**config.mk**
```make
export PLATFORM = sky130hd
export DESIGN_NAME = huff_queue
export DESIGN_NICKNAME = d
export VERILOG_FILES = /design/src/hw/rtl/huff_pkg.sv /design/src/hw/rtl/huff_queue.sv
export SDC_FILE = /design/constraint.sdc
export NUM_CORES = 1
export LEC_CHECK = 0
export BUFFER_PORTS_ARGS = -buffer_cell sky130_fd_sc_hd__buf_2
export CAP_MARGIN = 10
export CORE_MARGIN = 2
export CORE_UTILIZATION = 30
export DETAILED_ROUTE_END_ITERATION = 6
export PLACE_DENSITY_LB_ADDON = 0.05
export SETUP_SLACK_MARGIN = 0.05
export SLEW_MARGIN = 15
export SYNTH_ARGS = -nofsm -noshare
export SYNTH_HDL_FRONTEND = slang
export SYNTH_SLANG_ARGS = --single-unit
```
**constraint.sdc**
```tcl
create_clock -name clk -period 2.8 [get_ports clk]
set_clock_uncertainty 0.1 [all_clocks]
set_input_delay 0 -clock clk [delete_from_list [all_inputs] [get_ports clk]]
set_output_delay 0 -clock clk [all_outputs]
set_load 0.005 [all_outputs]
```
**src/hw/rtl/huff_pkg.sv**
```systemverilog
package huff_pkg;

	localparam int CODE_W           = 32;
	localparam int LEN_W            = 6;
	localparam int BYTE_W           = 8;
	localparam int CNT_W            = 4;
	localparam int TABLE_DEPTH      = 256;
	localparam int SYM_W            = 8;
	localparam int MAX_CODE_LEN_DEF = 32;
	localparam int QUEUE_DEPTH      = 2;
	localparam int QPTR_W           = 1;
	localparam int QCNT_W           = 2;

	localparam logic [1:0] REQ_LOAD   = 2'd0;
	localparam logic [1:0] REQ_ENCODE = 2'd1;
	localparam logic [1:0] REQ_FLUSH  = 2'd2;

	// one queued job for the packer
	typedef struct packed {
		logic              flush;
		logic [CODE_W-1:0] code;
		logic [LEN_W-1:0]  len;
	} huff_op_t;

	typedef enum logic {
		PK_IDLE,
		PK_ENCODE
	} pack_state_t;

endpackage

```
**src/hw/rtl/huff_queue.sv**
```systemverilog
module huff_queue import huff_pkg::*; (
	input  logic     clk,
	input  logic     arst_n,
	input  logic     in_valid,
	output logic     in_ready,
	input  huff_op_t in_op,
	output logic     out_valid,
	input  logic     out_ready,
	output huff_op_t out_op
);

	huff_op_t          slot_q [QUEUE_DEPTH];
	logic [QPTR_W-1:0] wr_ptr_q;
	logic [QPTR_W-1:0] rd_ptr_q;
	logic [QCNT_W-1:0] count_q;
	logic              push;
	logic              pop;

	assign in_ready  = (count_q != QCNT_W'(QUEUE_DEPTH));
	assign out_valid = (count_q != '0);
	assign out_op    = slot_q[rd_ptr_q];
	assign push      = in_valid && in_ready;
	assign pop       = out_valid && out_ready;

	always_ff @(posedge clk) begin
		if (push) begin
			slot_q[wr_ptr_q] <= in_op;
		end
	end

	always_ff @(posedge clk or negedge arst_n) begin
		if (!arst_n) begin
			wr_ptr_q <= '0;
			rd_ptr_q <= '0;
			count_q  <= '0;
		end else begin
			if (push) begin
				wr_ptr_q <= (wr_ptr_q == QPTR_W'(QUEUE_DEPTH - 1)) ? '0 : wr_ptr_q + 1'b1;
			end
			if (pop) begin
				rd_ptr_q <= (rd_ptr_q == QPTR_W'(QUEUE_DEPTH - 1)) ? '0 : rd_ptr_q + 1'b1;
			end
			if (push && !pop) begin
				count_q <= count_q + 1'b1;
			end else if (pop && !push) begin
				count_q <= count_q - 1'b1;
			end
		end
	end

endmodule

```
=== After elaboration in Yosys (flattened, before gate mapping) ===
Memory sizes are Yosys's and may differ from the RTL's.
Index checks and enable logic that the tools add are counted.

* $add $sub $neg: 4
* Equal/unequal tests: 1
* Muxes and demuxes: 6
* Reductions and logical operators: 8

{| class="wikitable"
|+ Operator list
! operator !! count
|-
| $logic_and A1 B1 Y1 || 4
|-
| $mux W1 || 4
|-
| $mux W2 || 2
|-
| $reduce_bool A2 Y1 || 2
|-
| $add A1 B1 Y1 const B || 2
|-
| $add A2 B1 Y2 const B || 1
|-
| $logic_not A1 Y1 || 2
|-
| $ne A2 B2 Y1 const B || 1
|-
| $sub A2 B1 Y2 const B || 1
|}

* Register bits: 4
* RAM bits: 78
* Input port bits: 43
* Output and inout bits: 41
* Word-level logic and storage cells: 23
* Memories: 1

{| class="wikitable"
|+ Memory list
! name !! words !! bits a word !! read ports !! clocked after memory_dff !! wr ports !! line !! text
|-
| slot_q || 2 || 39 || 1 || 0 || 1 || huff_queue.sv:12 || <nowiki>huff_op_t slot_q [QUEUE_DEPTH];</nowiki>
|}

=== Longest topological paths before layout ===
* Depth after elaboration: 6
* Gate-level depth with buffers: 7

=== Worst setup path after synthesis ===
Ideal clock, no wire load.

* Path kind: reg-to-reg
* Start: register count_q[0]
* End: memory slot_q[0][0] (netlist name) (enable)
* Setup time: 0.435 ns
* Arrival time: 2.281 ns
* Data required time: 2.265 ns
* Setup slack: -0.016 ns
* Cell stages (with the launch flop): 4
* Clock period less this slack: 2.816 ns
* Cell sequence: dfrtp_1 nand2b_4 nand2_1 nor2_1

* Cells in the longest elaborated chain, start to end: 4

{| class="wikitable"
|+ Ends and longest elaborated chain
! item !! line !! text
|-
| start: declaration || huff_queue.sv:15 || <nowiki>logic [QCNT_W-1:0] count_q;</nowiki>
|-
| start signal: assignment || huff_queue.sv:44 || <nowiki>count_q <= count_q + 1'b1;</nowiki>
|-
| start signal: assignment || huff_queue.sv:46 || <nowiki>count_q <= count_q - 1'b1;</nowiki>
|-
| $ne A2 B2 Y1 || huff_queue.sv:19 || <nowiki>assign in_ready = (count_q != QCNT_W'(QUEUE_DEPTH));</nowiki>
|-
| named net in_ready || huff_queue.sv:5 || <nowiki>output logic in_ready,</nowiki>
|-
| $logic_and A1 B1 Y1 || huff_queue.sv:22 || <nowiki>assign push = in_valid && in_ready;</nowiki>
|-
| $mux W1 || huff_queue.sv:26 || <nowiki>if (push) begin</nowiki>
|-
| $mux W1 (not written as such) || huff_queue.sv:27 || <nowiki>slot_q[wr_ptr_q] <= in_op;</nowiki>
|-
| end: declaration || huff_queue.sv:12 ||
|}

The timed path passes the listed nets, and every way through them passes these cells.

==> flow_summary_export.csv <==
group,metric,value,unit
yosys,syn_nets,183,
sta,final-setup-viol-count,0,
global_route,grt_busiest_layer,"met2",
finish,fillCellCount,897,
run,maxCapViolCount,0,
drt,firstDrtPassIters,4,
die,top_level_ports,84,
place,place_area,0.00361,mm^2
global_route,overflow,0,
power,power_density,862,mW/mm^2
sta,rsz0062_at_grt,"false",
power,vdd_drop_max,0.720,mV
finish,area_growth,38.7,%
run_status,status,"completed",
drt,drc,0,
worst_hold_path,hp-class,"in -> reg",
sta,setup_tns,0,ps
global_route,grt_pass1_vias,1935,
finish,antenna_cells,0,
global_route,grt_max_degree,41,
drt,drt_iter0_markers,17,
yosys,netlist_area,0.00303,mm^2
clocking,numCtsBuffers,9,
worst_setup_path,crit_type,"reg -> out",
sta,slew_headroom,38.2,%
sta,hold_violations,0,
global_route,antenna_found_initial,0,
die,core,0.00977,mm^2
global_route,grt.met1_usage,12.0,%
global_route,grt.total_usage,11.3,%
drt,wl,6000,um
die,rows,36,
drt,antenna_left,0,
global_route,grt_pass1_wl,9430,um
yosys,ys_types,14,
clocking,cts_num_sinks,82,
clocking,cts_resized,0,
sta,max_freq,507,MHz
worst_setup_path,cp_data_arrival_time,1870,ps
place,gp_congestion,0.652,
place,io_buffers,83,
yosys,avgSynthCellArea,21.8,um^2
clocking,cts.path.max_buffers,2,
clocking,cts_root_buf,"clkbuf_8",
yosys,ys_ff_latch,82,
global_route,use_met3,2.81,%
clocking,path_clk_slew,80,ps
yosys,ys_seq_area_share,80.5,%
sta,period_share,70.5,%
power,leakage,1.58,nW
finish,finalInstanceArea,0.00421,mm^2
drt,num_vias,1696,
sta,tightestPinTransition,926,ps
yosys,yosys_warnings,0,
clocking,ctsHtreeMaxLevel,3,
place,hpwl,3880,um
sta,drv_slew,0,
clocking,worstSkewPairLatency,330,ps
power,power,3.62,mW
die,start_util,31.0,%
drt,wl_per_cell,14.6,um
worst_setup_path,worstPathRequired,2700,ps
clocking,cts_tree,"yes",
worst_setup_path,startpoint_type,"register",
drt,vias_per_cell,4.12,
die,die_h,105,um
yosys,synthCells,139,
die,dieArea,0.0109,mm^2
global_route,grtUsageMet2,20.7,%
die,die_w,105,um
finish,final_nets,319,
finish,drive_above_1_share,52.0,%
worst_setup_path,cp-end-kind,"output port",
sta,period_minus_slack,1970,ps
worst_setup_path,crit_path_max_fanout,40,
==> flip-flops by register name, summed over array words and instances (netlist names) <==
register  flops
slot_q       78
rd_ptr_q      1
count_q       2
wr_ptr_q      1
==> synthesized netlist by cell type <==
cell	count	area share [%]
and3_1	1	0.21
buf_6	4	1.5
xnor2_1	3	0.87
nand2_2	1	0.21
mux2_2	39	14
edfxtp_1	78	77
xor2_1	2	0.58
or2_4	1	0.29
ha_1	1	0.41
dfrtp_1	4	3.3
inv_1	1	0.12
nor2_1	2	0.25
nand2b_4	1	0.45
nand2_1	1	0.12
==> critical path, cell delays in order, from the launching register on <==
cell     delay (ps)
dfrtp_2         980
mux2_2          420
buf_2           130
==> path summary, 6_finish.rpt <==
path,slack (ps),to,cells past startpoint,from
hold / removal,290,slot_q[0][12],2,in_op[12]
hold reg to reg,480,count_q[0],1,count_q[0]
max in group asynchronous,1960,rd_ptr_q,3,arst_n
setup / recovery,830,out_op[28],2,rd_ptr_q
min in group asynchronous,450,count_q[1],3,arst_n
setup reg to reg,910,slot_q[1][17],3,count_q[0]
==> logic make-up (layout without fill, tap and decap cells) <==
group	count (synthesis)	after routing	share of synthesized area, %
adder cells (fa/ha/maj)	1	1	0.412
buffers and inverters	5	145	1.61
AND/OR/NAND/NOR	7	7	1.53
multiplexers	39	39	14.5
XOR/XNOR	5	5	1.44
flip-flops	82	82	80.5
==> layout make-up <==
cell class | instances | area [um^2] | area share (%)
Sequential cell | 82 | 2440 | 58.1
Timing Repair Buffer | 129 | 881 | 20.9
Multi-Input combinational cell | 52 | 551 | 13.1
Tap cell | 133 | 166 | 3.96
Clock buffer | 10 | 128 | 3.03
Clock inverter | 5 | 32.5 | 0.774
Inverter | 1 | 3.75 | 0.0893
==> routing by layer <==
| metal | up-vias | share of wire [%] | routed length, um |
|---|---|---|---|
| met1 | 824 | 40 | 2370 |
| met5 | - | 0 | 0 |
| li1 | 809 | - | - |
| met3 | 11 | 5.0 | 297 |
| met2 | 52 | 53 | 3210 |
| met4 | 0 | 2.0 | 118 |
==> cell usage in the layout, fill, tap and decap left out, drive strengths merged, types with 3 or more instances in the layout <==
| master | Yosys | routed |
|---|---|---|
| buf | 4 | 86 |
| clkbuf | 0 | 10 |
| clkinvlp | 0 | 3 |
| dfrtp | 4 | 4 |
| dlygate4sd3 | 0 | 43 |
| edfxtp | 78 | 78 |
| mux2 | 39 | 39 |
| xnor2 | 3 | 3 |
==> power breakdown <==
group	internal, mW	switching [mW]
Combinational	0.599	0.446
Sequential	1.68	0.200
Clock	0.314	0.387
==> repair_timing <==
action,4_1_cts,5_1_grt
endpoints found under the hold margin,84,0
hold buffers,43,0
setup buffers,0,0
==> stage by stage <==
| stage | setup WS, ps | util, % | hold WS [ps] | cells |
|---|---|---|---|---|
| 2_1_floorplan | 628 | - | -396 | 139 |
| 3_3_place_gp | 940 | 37.0 | -293 | 354 |
| 3_5_place_dp | 870 | 37.0 | -289 | 354 |
| 4_1_cts | 744 | 43.0 | 262 | 412 |
| 5_1_grt | 684 | 43.0 | 267 | 412 |
| 6_report | 826 | 43.0 | 288 | 412 |
(Power assumes the default switching activity.)
