### src/hw/rtl/huff_pkg.sv
package huff_pkg;

	localparam int CODE_W           = 32;
	localparam int LEN_W            = 6;
	localparam int BYTE_W           = 8;
	localparam int CNT_W            = 4;
	localparam int TABLE_DEPTH      = 256;
	localparam int SYM_W            = 8;
	localparam int MAX_CODE_LEN_DEF = 32;
	localparam int QUEUE_DEPTH      = 2;
	localparam int QPTR_W           = 1;
	localparam int QCNT_W           = 2;

	localparam logic [1:0] REQ_LOAD   = 2'd0;
	localparam logic [1:0] REQ_ENCODE = 2'd1;
	localparam logic [1:0] REQ_FLUSH  = 2'd2;

	// one queued job for the packer
	typedef struct packed {
		logic              flush;
		logic [CODE_W-1:0] code;
		logic [LEN_W-1:0]  len;
	} huff_op_t;

	typedef enum logic {
		PK_IDLE,
		PK_ENCODE
	} pack_state_t;

endpackage

### src/hw/rtl/huff_pack.sv
module huff_pack import huff_pkg::*; (
	input  logic              clk,
	input  logic              arst_n,
	input  logic              op_valid,
	output logic              op_ready,
	input  huff_op_t          op,
	output logic              out_valid,
	input  logic              out_ready,
	output logic [BYTE_W-1:0] out_byte,
	output logic              last
);

	pack_state_t       state_q, state_d;
	logic [BYTE_W-1:0] buf_q, buf_d;
	logic [CNT_W-1:0]  cnt_q, cnt_d;
	logic [CODE_W-1:0] code_q, code_d;
	logic [LEN_W-1:0]  rem_q, rem_d;
	logic              out_valid_q;
	logic [BYTE_W-1:0] out_byte_q;
	logic              last_q;

	logic              slot_free;
	logic              step;
	logic              emit;
	logic              emit_last;
	logic [CNT_W-1:0]  take;
	logic [CNT_W-1:0]  room;
	logic [BYTE_W-1:0] window;

	assign slot_free = !out_valid_q || out_ready;
	assign window    = code_q[CODE_W-1 -: BYTE_W];
	assign room      = CNT_W'(BYTE_W) - cnt_q;

	// next state
	always_comb begin
		state_d = state_q;
		case (state_q)
			PK_IDLE: begin
				if (op_valid && !op.flush && op.len != '0) begin
					state_d = PK_ENCODE;
				end
			end
			PK_ENCODE: begin
				if (step && rem_d == '0) begin
					state_d = PK_IDLE;
				end
			end
			default: state_d = PK_IDLE;
		endcase
	end

	// datapath and handshake
	always_comb begin
		op_ready  = 1'b0;
		step      = 1'b0;
		emit      = 1'b0;
		emit_last = 1'b0;
		take      = '0;
		buf_d     = buf_q;
		cnt_d     = cnt_q;
		code_d    = code_q;
		rem_d     = rem_q;
		case (state_q)
			PK_IDLE: begin
				if (op_valid) begin
					if (op.flush) begin
						if (slot_free) begin
							op_ready  = 1'b1;
							emit      = 1'b1;
							emit_last = 1'b1;
							buf_d     = '0;
							cnt_d     = '0;
						end
					end else begin
						op_ready = 1'b1;
						// msb-align the code so the next bit is always on top
						code_d   = op.code << (LEN_W'(CODE_W) - op.len);
						rem_d    = op.len;
					end
				end
			end
			PK_ENCODE: begin
				if (cnt_q == CNT_W'(BYTE_W)) begin
					// a held full byte goes out once another bit shows up
					if (slot_free) begin
						step      = 1'b1;
						emit      = 1'b1;
						emit_last = (rem_q <= LEN_W'(BYTE_W));
						take      = (rem_q >= LEN_W'(BYTE_W)) ? CNT_W'(BYTE_W) : rem_q[CNT_W-1:0];
						buf_d     = window;
						cnt_d     = take;
						rem_d     = rem_q - LEN_W'(take);
						code_d    = code_q << take;
					end
				end else begin
					step   = 1'b1;
					take   = (rem_q >= LEN_W'(room)) ? room : rem_q[CNT_W-1:0];
					buf_d  = buf_q | (window >> cnt_q);
					cnt_d  = cnt_q + take;
					rem_d  = rem_q - LEN_W'(take);
					code_d = code_q << take;
				end
			end
			default: ;
		endcase
	end

	always_ff @(posedge clk or negedge arst_n) begin
		if (!arst_n) begin
			state_q     <= PK_IDLE;
			buf_q       <= '0;
			cnt_q       <= '0;
			out_valid_q <= 1'b0;
		end else begin
			state_q <= state_d;
			buf_q   <= buf_d;
			cnt_q   <= cnt_d;
			if (emit) begin
				out_valid_q <= 1'b1;
			end else if (out_ready) begin
				out_valid_q <= 1'b0;
			end
		end
	end

	always_ff @(posedge clk) begin
		code_q <= code_d;
		rem_q  <= rem_d;
		if (emit) begin
			out_byte_q <= buf_q;
			last_q     <= emit_last;
		end
	end

	assign out_valid = out_valid_q;
	assign out_byte  = out_byte_q;
	assign last      = last_q;

endmodule

### config.mk
export PLATFORM = sky130hd
export DESIGN_NAME = huff_pack
export DESIGN_NICKNAME = d
export VERILOG_FILES = /design/src/hw/rtl/huff_pkg.sv /design/src/hw/rtl/huff_pack.sv
export SDC_FILE = /design/constraint.sdc
export NUM_CORES = 1
export LEC_CHECK = 0
export BUFFER_PORTS_ARGS = -buffer_cell sky130_fd_sc_hd__buf_2
export CAP_MARGIN = 20
export CORE_MARGIN = 8
export CORE_UTILIZATION = 62
export CTS_BUF_LIST = sky130_fd_sc_hd__clkbuf_4 sky130_fd_sc_hd__clkbuf_8
export DETAILED_ROUTE_END_ITERATION = 6
export PLACE_DENSITY_LB_ADDON = 0.12
export SYNTH_ARGS = -nofsm -noshare
export SYNTH_HDL_FRONTEND = slang
export SYNTH_SLANG_ARGS = --single-unit
export TNS_END_PERCENT = 20
### constraint.sdc
create_clock -name clk -period 5.9 [get_ports clk]
set_input_delay 0.59 -clock clk [delete_from_list [all_inputs] [get_ports clk]]
set_output_delay 0.59 -clock clk [all_outputs]
set_load 0.02 [all_outputs]
## Yosys cells after proc, flatten, opt, wreduce, memory -nomap -nowiden

Index checks and enable logic that the tools add are counted.

| word-level totals | value |
|---|---|
| register bits after elaboration | 61 |
| bits of input ports | 43 |
| output and inout bits | 11 |
| word-level logic and storage cells | 81 |

| operators by class | value |
|---|---|
| add/sub/neg operators | 5 |
| magnitude comparators | 3 |
| eq/ne operators | 6 |
| shift operators | 4 |
| mux-type cells | 42 |
| bitwise gates (word level) | 2 |
| reductions and logical operators | 11 |

Operator list:

| kind | number |
|---|---|
| $mux W32 | 4 |
| $pmux W32 S2 | 1 |
| $shl A32 B4 Y32 | 2 |
| $mux W8 | 5 |
| $shl A32 B6 Y32 | 1 |
| $mux W4 | 7 |
| $mux W6 | 4 |
| $pmux W8 S2 | 1 |
| $mux W1 | 15 |
| $pmux W6 S2 | 1 |
| $sub A6 B4 Y6 | 2 |
| $ne A2 B2 Y1 const B | 4 |
| $or A8 B8 Y8 | 1 |
| $pmux W4 S2 | 1 |
| $shr A8 B4 Y8 | 1 |
| $ge A6 B4 Y1 | 1 |
| $ge A6 B4 Y1 const B | 1 |
| $le A6 B4 Y1 const B | 1 |
| $logic_not A6 Y1 | 1 |
| $pmux W1 S2 | 3 |
| $reduce_bool A6 Y1 | 1 |
| $sub A6 B6 Y6 const A | 1 |
| $add A4 B4 Y4 | 1 |
| $eq A4 B4 Y1 const B | 1 |
| 9 further kinds | 12 |

## Depth between registers and ports, before layout

Gate-level depths: netlist of run 1.

| logic depth | value |
|---|---|
| word-level depth | 10 |
| gate-level depth with buffers | 24 |
| mapped depth without buffers | 21 |

## Least setup slack after synthesis of run 1

OpenSTA, ideal clock, no wires.

| timing path | value |
|---|---|
| path kind | flip-flop to flip-flop |
| from | register cnt_q[1] |
| to | register state_q |
| setup time | 0.126 ns |
| arrival | 4.933 ns |
| data required time | 5.774 ns |
| setup slack | 0.841 ns |
| stages on the path, launching flop included | 23 |
| path buffers | 3 |
| clock period less this slack | 5.059 ns |
| path through | dfrtp_1 buf_6 clkbuf_1 inv_1 ha_1 xnor2_1 inv_1 ha_1 nand2_1 o21ai_0 o221a_1 buf_4 nand2_1 o21ai_0 inv_1 ha_1 a21o_1 a21oi_1 o21ai_0 mux2_2 a21oi_1 or4_1 o32a_1 |

| on the way | value |
|---|---|
| word-level cells in the longest chain between the ends | 10 |
| elaborated cells on any way between the ends | 13 |
| classes of those cells | 2 x add/sub; 1 x order compare; 1 x eq/ne; 7 x mux; 2 x reduce/logical |

RTL lines:

| what | line | RTL |
|---|---|---|
| start: declaration | huff_pack.sv:15 | `logic [CNT_W-1:0] cnt_q, cnt_d;` |
| start signal: assignment | huff_pack.sv:117 | `cnt_q <= cnt_d;` |
| $sub A4 B4 Y4 | huff_pack.sv:32 | `assign room = CNT_W'(BYTE_W) - cnt_q;` |
| $ge A6 B4 Y1 | huff_pack.sv:97 | `take = (rem_q >= LEN_W'(room)) ? room : rem_q[CNT_W-1:0];` |
| $mux W4 | huff_pack.sv:97 |  |
| $sub A6 B4 Y6 | huff_pack.sv:100 | `rem_d = rem_q - LEN_W'(take);` |
| $mux W6 (*) | huff_pack.sv:83 | `if (cnt_q == CNT_W'(BYTE_W)) begin` |
| $pmux W6 S2 (*) | huff_pack.sv:63 | `case (state_q)` |
| named net rem_d[5] | huff_pack.sv:17 | `logic [LEN_W-1:0] rem_q, rem_d;` |
| $logic_not A6 Y1 (*) | huff_pack.sv:44 | `if (step && rem_d == '0) begin` |
| $logic_and A1 B1 Y1 (*) | huff_pack.sv:44 |  |
| $mux W1 (*) | huff_pack.sv:44 |  |
| $pmux W1 S2 (*) | huff_pack.sv:37 | `case (state_q)` |
| named net state_d | huff_pack.sv:13 | `pack_state_t state_q, state_d;` |
| end signal: assignment | huff_pack.sv:115 | `state_q <= state_d;` |
| end: declaration | huff_pack.sv:13 |  |

The timed path passes the listed nets; every way through them passes the cells marked *.
A chain may end at the register's enable or synchronous reset.

## Worst setup path in the final report of run 1

| timing path | value |
|---|---|
| from | register cnt_q[0] |
| to | register state_q |

The elaborated chain is that of the path after synthesis.

==> out/qor.csv, run 1 <==
metric,value,unit
outcome,"finished, final reports clean",
share of cells above drive strength 1,0.184,
CP max stage cell,o21ai_0,
crit path kind,flop to flop,
Required @ worst endpoint,6.16,ns
Fin Hold WS,0.117,ns
critical path startpoint,cnt_q[0],
Fin. Hold Viols,0,
Slew @ Worst Pin,1.07,ns
crit path DAT,5.65,ns
initial antenna violation count,0,
Worst Setup End Kind,flop,
vias in the first global route,6308,
"commonest non-fill, non-tap cells in the layout","nand2_1, mux2i_1, buf_2, o21ai_0, a21oi_1",
Synth top area share,0.182,
Port Buffers,53,
Final nets,854,
Gate Count Post-Synth,776,
area delta synth->final,7.78,%
Syn Nets,834,
#FFs+latches synth,61,
cell row count,38,
CTS sink cnt,61,
RSZ-0062 raised after global routing,no,
Core Box Area,10700,um^2
Met3 Wirelength,1.89,mm
Filler Cell Count,906,
CP cell instances,inv_1 -> ha_1 -> xnor2_1 -> inv_1 -> ha_1 -> nand2_1 -> o21ai_0 -> o221a_1 -> nand2_1 -> o21ai_0 -> inv_1 -> ha_1 -> a21o_1 -> a21oi_1 -> o21ai_0 -> mux2_2 -> a21oi_1 -> or4_1 -> o32a_1,
detailed-route wire length,20.6,mm
Via Count,6751,
top post-synthesis cells by area,"edfxtp_1, mux4_2, mux2i_1",
first-iteration detailed-routing DRC count,954,
period utilization,0.913,
area post-placement,7060,um^2
Starting Density,0.629,
Clock transition at path regs,0.09,ns
routability cong.,0.936,
first-pass GRT wire length,33.1,mm
antenna cell count,0,
"EDFF count, synth",41,
post-route cell area,7280,um^2
die area,14500,um^2
crit-path max cell delay,0.56,ns
largest net degree at the start of global routing,36,
Mapped Area,6760,um^2
Worst Setup Start Kind,flop,
Hold Crit Class,input pin to async pin,
vias per inst,7.17,
clock root buffer,clkbuf_8,
syn avg cell area,8.71,um^2
Met2 Routed Length,9.26,mm
largest area contributor in the netlist,edfxtp_1,
Final Max Tran Viols,0,
post-layout minimum cycle time,5.39,ns
"Async S/R FF share, synth",0.230,
Setup Buffers After CTS,0,
"Top FF cell, synth",edfxtp_1,
drc violations,0,
remaining antenna violation count after routing,0,
fmax,186,MHz
Rel. slew slack,0.288,
Overflow after GRT,0,
DRT met1 WL,8.87,mm
r2r startpoint,cnt_q[0],
Resized Gates After CTS,0,
CP Max Fanout,8,
CTS Buf Count,9,
Netlist cell types,80,
"commonest non-fill, non-tap cell in the layout",nand2_1,
die height,120,um
max cap viols,0,
max layer used,met4,
routed wire length per instance,21.9,um
worst-case clock skew,0.0194,ns
Longest Clk Path Bufs,2,
hpwl dp,15.3,mm
IO Pins,54,
TritonRoute pass-1 iters,5,
Die Wd,120,um
# setup viols final,0,
Post-CTS Hold Buffers,0,
post-synthesis sequential area ratio,0.252,
Total GRT Usage,0.282,
yosys warns,0,
H-tree levels,3,
Setup TNS Final,0,ns
CTS tree,done,
clk_lat worst skew,0.36,ns
## metrics by stage
| stage | util | std cells | worst slack, ns |
|---|---|---|---|
| CTS | 0.678 | 941 | 0.600 |
| global placement | 0.657 | 925 | 0.892 |
| detailed placement | 0.657 | 925 | 0.639 |
| global route | 0.678 | 941 | 0.153 |
| floorplan | - | 776 | 0.841 |
| finish | 0.678 | 941 | 0.512 |
## worst max-delay path, delay by kind of cell (launching register included)
kind                       cells  cell delay (ns)
xor gates and xnor gates       1             0.30
and+or+nand+nor                3             0.79
AOI/OAI and AO/OA              8             2.43
adders and majority gates      3             0.88
buffers and inverters          3             0.29
DFF                            1             0.36
muxes                          1             0.24
## Yosys cell counts (5+ instances only)
cell type	count
nand2_1	101
mux2i_1	55
o21ai_0	53
a21oi_1	50
nor2_1	43
edfxtp_1	41
mux4_2	32
nand3_1	31
clkbuf_1	30
inv_1	25
buf_2	19
nor3_1	19
o211ai_1	19
a211oi_1	16
dfrtp_1	14
a22oi_1	13
ha_1	13
nor2b_1	10
a31oi_1	9
o221ai_1	9
a22o_1	8
nand2b_1	8
o32ai_1	8
a21o_1	7
mux2_2	7
o22ai_1	7
a32oi_1	6
and3_1	6
dfxtp_1	6
o31ai_1	6
xnor2_1	6
buf_1	5
nand4_1	5
or3_1	5
## routing by layer
metal  vias to the layer above  track usage
met4                         0        0.103
met5                         -            0
li1                       3063            -
met1                      3201        0.388
met2                       430        0.430
met3                        57       0.0573
## cells by family after synthesis
kind of cell    count (synthesis)  synth area share
fa+ha+maj                      15            0.0300
xor+xnor                       10            0.0130
other cells                     1          0.000555
mux                            96             0.205
flops                          61             0.252
compound gates                258             0.265
buf+inv                        87            0.0585
simple gates                  248             0.176
## worst paths after layout
kind                                     to  slack, ns  cells after the start
worst max-delay path                state_q       0.51                     19
worst min-delay path                state_q       0.12                      1
worst max register to register      state_q       0.51                     19
worst min register to register  out_byte[7]       0.46                      0
max in group asynchronous          buf_q[2]       5.51                      1
min in group clk                out_byte[7]       0.46                      0
## area by class of cell
class / count / area (um^2) / area share
clock buffer: 9 / 124 / 0.0170
clock inverter: 7 / 104 / 0.0143
inverter: 25 / 93.8 / 0.0129
multi-input combinational: 628 / 4680 / 0.643
sequential: 61 / 1700 / 0.234
tap: 140 / 175 / 0.0241
timing repair buffer: 71 / 400 / 0.0550
## sequential cells by signal, summed over array words and instances, names as in the netlist
register and count:
buf_q 8, cnt_q 4, code_q 32, out_byte 8, last 1, out_valid 1, rem_q 6, state_q 1
Power of run 1 is not shown: default switching activity piles up to over one toggle a cycle in this logic, so the estimate is an artifact.
==> inputs of run 2 (changes only) <==
--- a/config.mk
+++ b/config.mk
@@ -11,7 +11,7 @@
 export CORE_UTILIZATION = 62
 export CTS_BUF_LIST = sky130_fd_sc_hd__clkbuf_4 sky130_fd_sc_hd__clkbuf_8
 export DETAILED_ROUTE_END_ITERATION = 6
-export PLACE_DENSITY_LB_ADDON = 0.12
+export PLACE_DENSITY = 0.82
 export SYNTH_ARGS = -nofsm -noshare
 export SYNTH_HDL_FRONTEND = slang
 export SYNTH_SLANG_ARGS = --single-unit
==> run 2 against run 1 <==
Cell count unchanged. Maximum frequency down 0.44%. Clock-buffer cell count did not move. Setup slack lost 0.024 ns. First-iteration DRC count shrank 2.9%. Final area down 0.53%. Routed wire length is 1.5% higher. Flip-flop and latch count is the same. Via count up 2.1%. Critical endpoint unchanged.
==> out/qor.csv, run 2 (synthesis gave the netlist of run 1 again) <==
metric,value,unit,change
routability cong.,0.971,,was 0.936
r2r setup slk,0.49,ns,was 0.51 ns
first-iteration detailed-routing DRC count,926,,was 954
Largest Register,code_q,,unchanged
"commonest non-fill, non-tap cells in the layout","nand2_1, mux2i_1, buf_2, o21ai_0, a21oi_1",,unchanged
Worst Setup Start Kind,flop,,unchanged
Overflow after GRT,0,,unchanged
die area,14500,um^2,unchanged
max cap viols,0,,unchanged
crit path kind,flop to flop,,unchanged
"commonest non-fill, non-tap cell in the layout",nand2_1,,unchanged
H-tree levels,3,,unchanged
Slew @ Worst Pin,1.12,ns,was 1.07 ns
R2R depth,19,,unchanged
hpwl dp,15.6,mm,was 15.3 mm
antenna cell count,0,,unchanged
Via Count,6891,,was 6751
post-layout minimum cycle time,5.41,ns,was 5.39 ns
clock root buffer,clkbuf_8,,unchanged
Core Box Area,10700,um^2,unchanged
total stage count of the critical path,19,,unchanged
Final nets,854,,unchanged
Worst Setup End Kind,flop,,unchanged
IO Pins,54,,unchanged
area delta synth->final,7.20,%,was 7.78%
CP Max Fanout,8,,unchanged
Final Max Tran Viols,0,,unchanged
r2r startpoint,cnt_q[0],,unchanged
Hold Crit Class,input pin to async pin,,unchanged
Fin. Hold Viols,0,,unchanged
Post-CTS Hold Buffers,0,,unchanged
# setup viols final,0,,unchanged
period utilization,0.917,,was 0.913
clk_lat worst skew,0.37,ns,was 0.36 ns
CTS sink cnt,61,,unchanged
CTS tree,done,,unchanged
RSZ-0062 raised after global routing,no,,unchanged
drc violations,0,,unchanged
die height,120,um,unchanged
max FFs per register,32,,unchanged
vias per inst,7.32,,was 7.17
crit-path max cell delay,0.56,ns,about the same
largest net degree at the start of global routing,36,,unchanged
vias in the first global route,6489,,was 6308
Required @ worst endpoint,6.15,ns,was 6.16 ns
critical path startpoint,cnt_q[0],,unchanged
CP max stage cell,o221a_1,,was o21ai_0
CP cell instances,inv_1 -> ha_1 -> xnor2_1 -> inv_1 -> ha_1 -> nand2_1 -> o21ai_0 -> o221a_1 -> nand2_1 -> o21ai_1 -> inv_1 -> ha_1 -> a21o_1 -> a21oi_1 -> xnor2_1 -> o211ai_1 -> o21ai_0 -> or4_1 -> o32a_1,,was inv_1 -> ha_1 -> xnor2_1 -> inv_1 -> ha_1 -> nand2_1 -> o21ai_0 -> o221a_1 -> nand2_1 -> o21ai_0 -> inv_1 -> ha_1 -> a21o_1 -> a21oi_1 -> o21ai_0 -> mux2_2 -> a21oi_1 -> or4_1 -> o32a_1
worst-case clock skew,0.0134,ns,was 0.0194 ns
TritonRoute pass-1 iters,6,,was 5
share of cells above drive strength 1,0.184,,unchanged
detailed-route wire length,20.9,mm,was 20.6 mm
cell family contributing the most delay on the critical path,compound AO/OA/AOI/OAI gates,,unchanged
Longest Clk Path Bufs,2,,unchanged
first-pass GRT wire length,34.4,mm,was 33.1 mm
Total GRT Usage,0.292,,was 0.282
Setup TNS Final,0,ns,unchanged
r2r endpoint,state_q,,unchanged
routed wire length per instance,22.2,um,was 21.9 um
Buf/Inv on CP,3,,unchanged
initial antenna violation count,0,,unchanged
outcome,"finished, final reports clean",,unchanged
crit path DAT,5.67,ns,was 5.65 ns
Port Buffers,53,,unchanged
fmax,185,MHz,was 186 MHz
Clock transition at path regs,0.08,ns,was 0.09 ns
Starting Density,0.629,,unchanged
Filler Cell Count,905,,was 906
Die Wd,120,um,unchanged
Worst Setup EP,state_q,,unchanged
Rel. slew slack,0.253,,was 0.288
CTS Buf Count,9,,unchanged
remaining antenna violation count after routing,0,,unchanged
cell row count,38,,unchanged
[run 2: cell types whose count changed in the layout (fill, tap and decap cells not counted), sizes merged]
cell and delta:
clkinvlp +3, bufinv -2, inv -1
[run 2: area by class of cell]
type / instances / area, um^2 / area share
clock buffers: 9 / 124 / 0.0171
multi-input cells: 628 / 4680 / 0.647
inverters: 25 / 93.8 / 0.0130
repair buffers: 71 / 408 / 0.0563
clock inverters: 7 / 57.6 / 0.00794
well taps: 140 / 175 / 0.0242
flip-flops and latches: 61 / 1700 / 0.235
[run 2: repair_timing]
action	CTS	global route
gates resized for setup	0	1
endpoints found under the setup margin	0	1
setup buffers	0	0
[run 2: routing by layer]
metal / global-route usage / up-vias / share of wire
met5: 0 / - / 0
met4: 0.0968 / 0 / 0.028
met3: 0.0569 / 69 / 0.098
met2: 0.441 / 460 / 0.45
met1: 0.413 / 3310 / 0.42
li1: - / 3052 / -
[run 2: worst reg2reg max path: cells and delay by family (launching register included)]
kind                       cells  cell delay [ns]
AOI/OAI and AO/OA              8             2.52
xor gates and xnor gates       2             0.40
adders and majority gates      3             0.88
buffers and inverters          3             0.29
DFF                            1             0.35
and+or+nand+nor                3             0.86
[run 2: worst min path at each step]
stage               startpoint     endpoint  cells after the start
finish                  arst_n      state_q                      1
detailed placement    buf_q[7]  out_byte[7]                      0
CTS                     arst_n     buf_q[7]                      1
global route            arst_n      state_q                      1
global placement      buf_q[7]  out_byte[7]                      0
floorplan               arst_n     buf_q[0]                      0
[run 2: metrics by stage]
stage               utilization  hold slack, ns  instances  cell area (um^2)  setup slack [ns]
finish                    0.674           0.121        941              7240             0.488
global route              0.674           0.135        941              7240             0.184
CTS                       0.672           0.126        939              7220             0.430
detailed placement        0.655           0.438        923              7040             0.456
global placement          0.655           0.437        923              7040             0.891
floorplan                     -           0.294        776              6760             0.841
Power of run 2 is left out for the same reason.
==> inputs of run 3 (changes only) <==
--- a/config.mk
+++ b/config.mk
@@ -11,7 +11,9 @@
 export CORE_UTILIZATION = 62
 export CTS_BUF_LIST = sky130_fd_sc_hd__clkbuf_4 sky130_fd_sc_hd__clkbuf_8
 export DETAILED_ROUTE_END_ITERATION = 6
+export MAX_ROUTING_LAYER = met4
 export PLACE_DENSITY = 0.82
+export REMOVE_ABC_BUFFERS = 1
 export SYNTH_ARGS = -nofsm -noshare
 export SYNTH_HDL_FRONTEND = slang
 export SYNTH_SLANG_ARGS = --single-unit
==> constraint.sdc (replaced) <==
create_clock -name clk -period 6.05 [get_ports clk]
set_input_delay 0.605 -clock clk [delete_from_list [all_inputs] [get_ports clk]]
set_output_delay 0.605 -clock clk [all_outputs]
set_load 0.02 [all_outputs]
==> run 3 against run 2 <==
Clock skew fell by 0.00094 ns. Setup slack improved by 0.015 ns. Critical path depth did not move. Via count fell by 0.41%. Global-route usage rose by 0.73 points. Sequential share of layout area fell by 0.073 points. Clock-buffer cell count did not move. Routed wire length rose by 2.6%. Maximum frequency fell by 2.4%.
==> out/qor.csv, run 3 (synthesis gave the netlist of run 1 again) <==
metric,value,unit,change
outcome,"finished, final reports clean",,unchanged
placed cells,922,,was 923
vias per inst,7.31,,was 7.32
CTS Buf Count,9,,unchanged
CTS sink cnt,61,,unchanged
TritonRoute pass-1 iters,6,,unchanged
CP Max Fanout,8,,unchanged
Slew @ Worst Pin,1.18,ns,was 1.12 ns
H-tree levels,3,,unchanged
largest net degree at the start of global routing,39,,was 36
crit path kind,flop to flop,,unchanged
Starting Density,0.629,,unchanged
Via Count,6863,,was 6891
worst-case clock skew,0.0125,ns,was 0.0134 ns
drc violations,0,,unchanged
IO Pins,54,,unchanged
fmax,180,MHz,was 185 MHz
Rel. slew slack,0.211,,was 0.253
Resized Gates After CTS,0,,unchanged
Longest Clk Path Bufs,2,,unchanged
clock root buffer,clkbuf_8,,unchanged
Clock transition at path regs,0.08,ns,about the same
cell row count,38,,unchanged
routability cong.,0.957,,was 0.971
Worst Setup Start Kind,flop,,unchanged
first-iteration detailed-routing DRC count,919,,was 926
"commonest non-fill, non-tap cells in the layout","nand2_1, mux2i_1, buf_2, o21ai_0, a21oi_1",,unchanged
Port Buffers,53,,unchanged
area delta synth->final,7.54,%,was 7.20%
Largest Register,code_q,,unchanged
Total GRT Usage,0.300,,was 0.292
Die Wd,120,um,unchanged
CTS tree,done,,unchanged
clk_lat worst skew,0.35,ns,was 0.37 ns
share of cells above drive strength 1,0.181,,was 0.184
Filler Cell Count,925,,was 905
Core Box Area,10700,um^2,unchanged
antenna cell count,0,,unchanged
CP cell instances,inv_1 -> ha_1 -> xnor2_1 -> inv_1 -> ha_1 -> nand2_1 -> o21ai_0 -> o221a_1 -> nand2_1 -> o21ai_0 -> inv_1 -> ha_1 -> a21o_1 -> a21oi_1 -> o21ai_0 -> mux2_2 -> a21oi_1 -> or4_1 -> o32a_1,,was inv_1 -> ha_1 -> xnor2_1 -> inv_1 -> ha_1 -> nand2_1 -> o21ai_0 -> o221a_1 -> nand2_1 -> o21ai_1 -> inv_1 -> ha_1 -> a21o_1 -> a21oi_1 -> xnor2_1 -> o211ai_1 -> o21ai_0 -> or4_1 -> o32a_1
initial antenna violation count,0,,unchanged
Setup TNS Final,0,ns,unchanged
detailed-route wire length,21.4,mm,was 20.9 mm
vias in the first global route,6424,,was 6489
"commonest non-fill, non-tap cell in the layout",nand2_1,,unchanged
max cap viols,0,,unchanged
CP max stage cell,o21ai_0,,was o221a_1
first-pass GRT wire length,34.1,mm,was 34.4 mm
Setup Buffers After CTS,0,,unchanged
Post-CTS Hold Buffers,0,,unchanged
Final Max Tran Viols,0,,unchanged
Non-Filler Instances,939,,was 941
hpwl dp,15.7,mm,was 15.6 mm
die height,120,um,unchanged
remaining antenna violation count after routing,0,,unchanged
"Core Util, Final",0.676,,was 0.674
period utilization,0.917,,about the same
Hold Crit Class,input pin to async pin,,unchanged
Overflow after GRT,0,,unchanged
routed wire length per instance,22.8,um,was 22.2 um
# setup viols final,0,,unchanged
post-layout minimum cycle time,5.55,ns,was 5.41 ns
crit-path max cell delay,0.57,ns,was 0.56 ns
crit path DAT,5.79,ns,was 5.67 ns
max FFs per register,32,,unchanged
Required @ worst endpoint,6.29,ns,was 6.15 ns
Worst Setup End Kind,flop,,unchanged
RSZ-0062 raised after global routing,no,,unchanged
Final nets,852,,was 854
Fin. Hold Viols,0,,unchanged
die area,14500,um^2,unchanged
## run 3: changes by cell type in the layout (fill, tap and decap cells not counted), moves of 2 or more
cell and change:
buf_4 -2, bufinv_16 +2, clkinvlp_4 -2, inv_6 -2
## run 3: cell type report
cell class	instances	area, um^2	area share
well taps	140	175	0.0241
multi-input cells	628	4680	0.645
clock buffers	9	124	0.0170
inverters	25	93.8	0.0129
clock inverters	7	98.8	0.0136
flip-flops and latches	61	1700	0.234
repair buffers	69	389	0.0535
## run 3: through the flow
step | area (um^2) | hold slack (ns) | setup WS, ns
after global placement | 7030 | 0.436 | 0.944
final | 7270 | 0.153 | 0.503
after global routing | 7270 | 0.178 | 0.223
after detailed placement | 7030 | 0.441 | 0.667
after floorplan | 6460 | 0.309 | 0.856
after CTS | 7260 | 0.151 | 0.624
## run 3: critical path: cells and delay by family, from the launching register on
| kind | cells | cell delay (ns) |
|---|---|---|
| AO/OA/AOI/OAI | 8 | 2.51 |
| XOR/XNOR | 1 | 0.31 |
| adder cells (fa/ha/maj) | 3 | 0.91 |
| buffers and inverters | 3 | 0.31 |
| flip-flops | 1 | 0.35 |
| multiplexers | 1 | 0.25 |
| AND/OR/NAND/NOR | 3 | 0.79 |
## run 3: path summary, 6_finish.rpt
check / start / to / slack [ns] / depth (start not counted)
hold reg to reg: buf_q[5] / out_byte[5] / 0.46 / 0
max in group asynchronous: arst_n / cnt_q[3] / 5.61 / 1
setup reg to reg: cnt_q[0] / state_q / 0.50 / 19
hold / removal: arst_n / state_q / 0.15 / 1
min in group clk: buf_q[5] / out_byte[5] / 0.46 / 0
setup / recovery: cnt_q[0] / state_q / 0.50 / 19
## run 3: layer usage
metal / vias to the layer above / wire (um) / GRT usage
li1: 3051 / - / -
met1: 3265 / 9080 / 0.413
met2: 482 / 9260 / 0.428
met3: 65 / 2500 / 0.0601
met4: 0 / 611 / 0.109
met5: - / 0 / -
Power of run 3 is left out for the same reason.
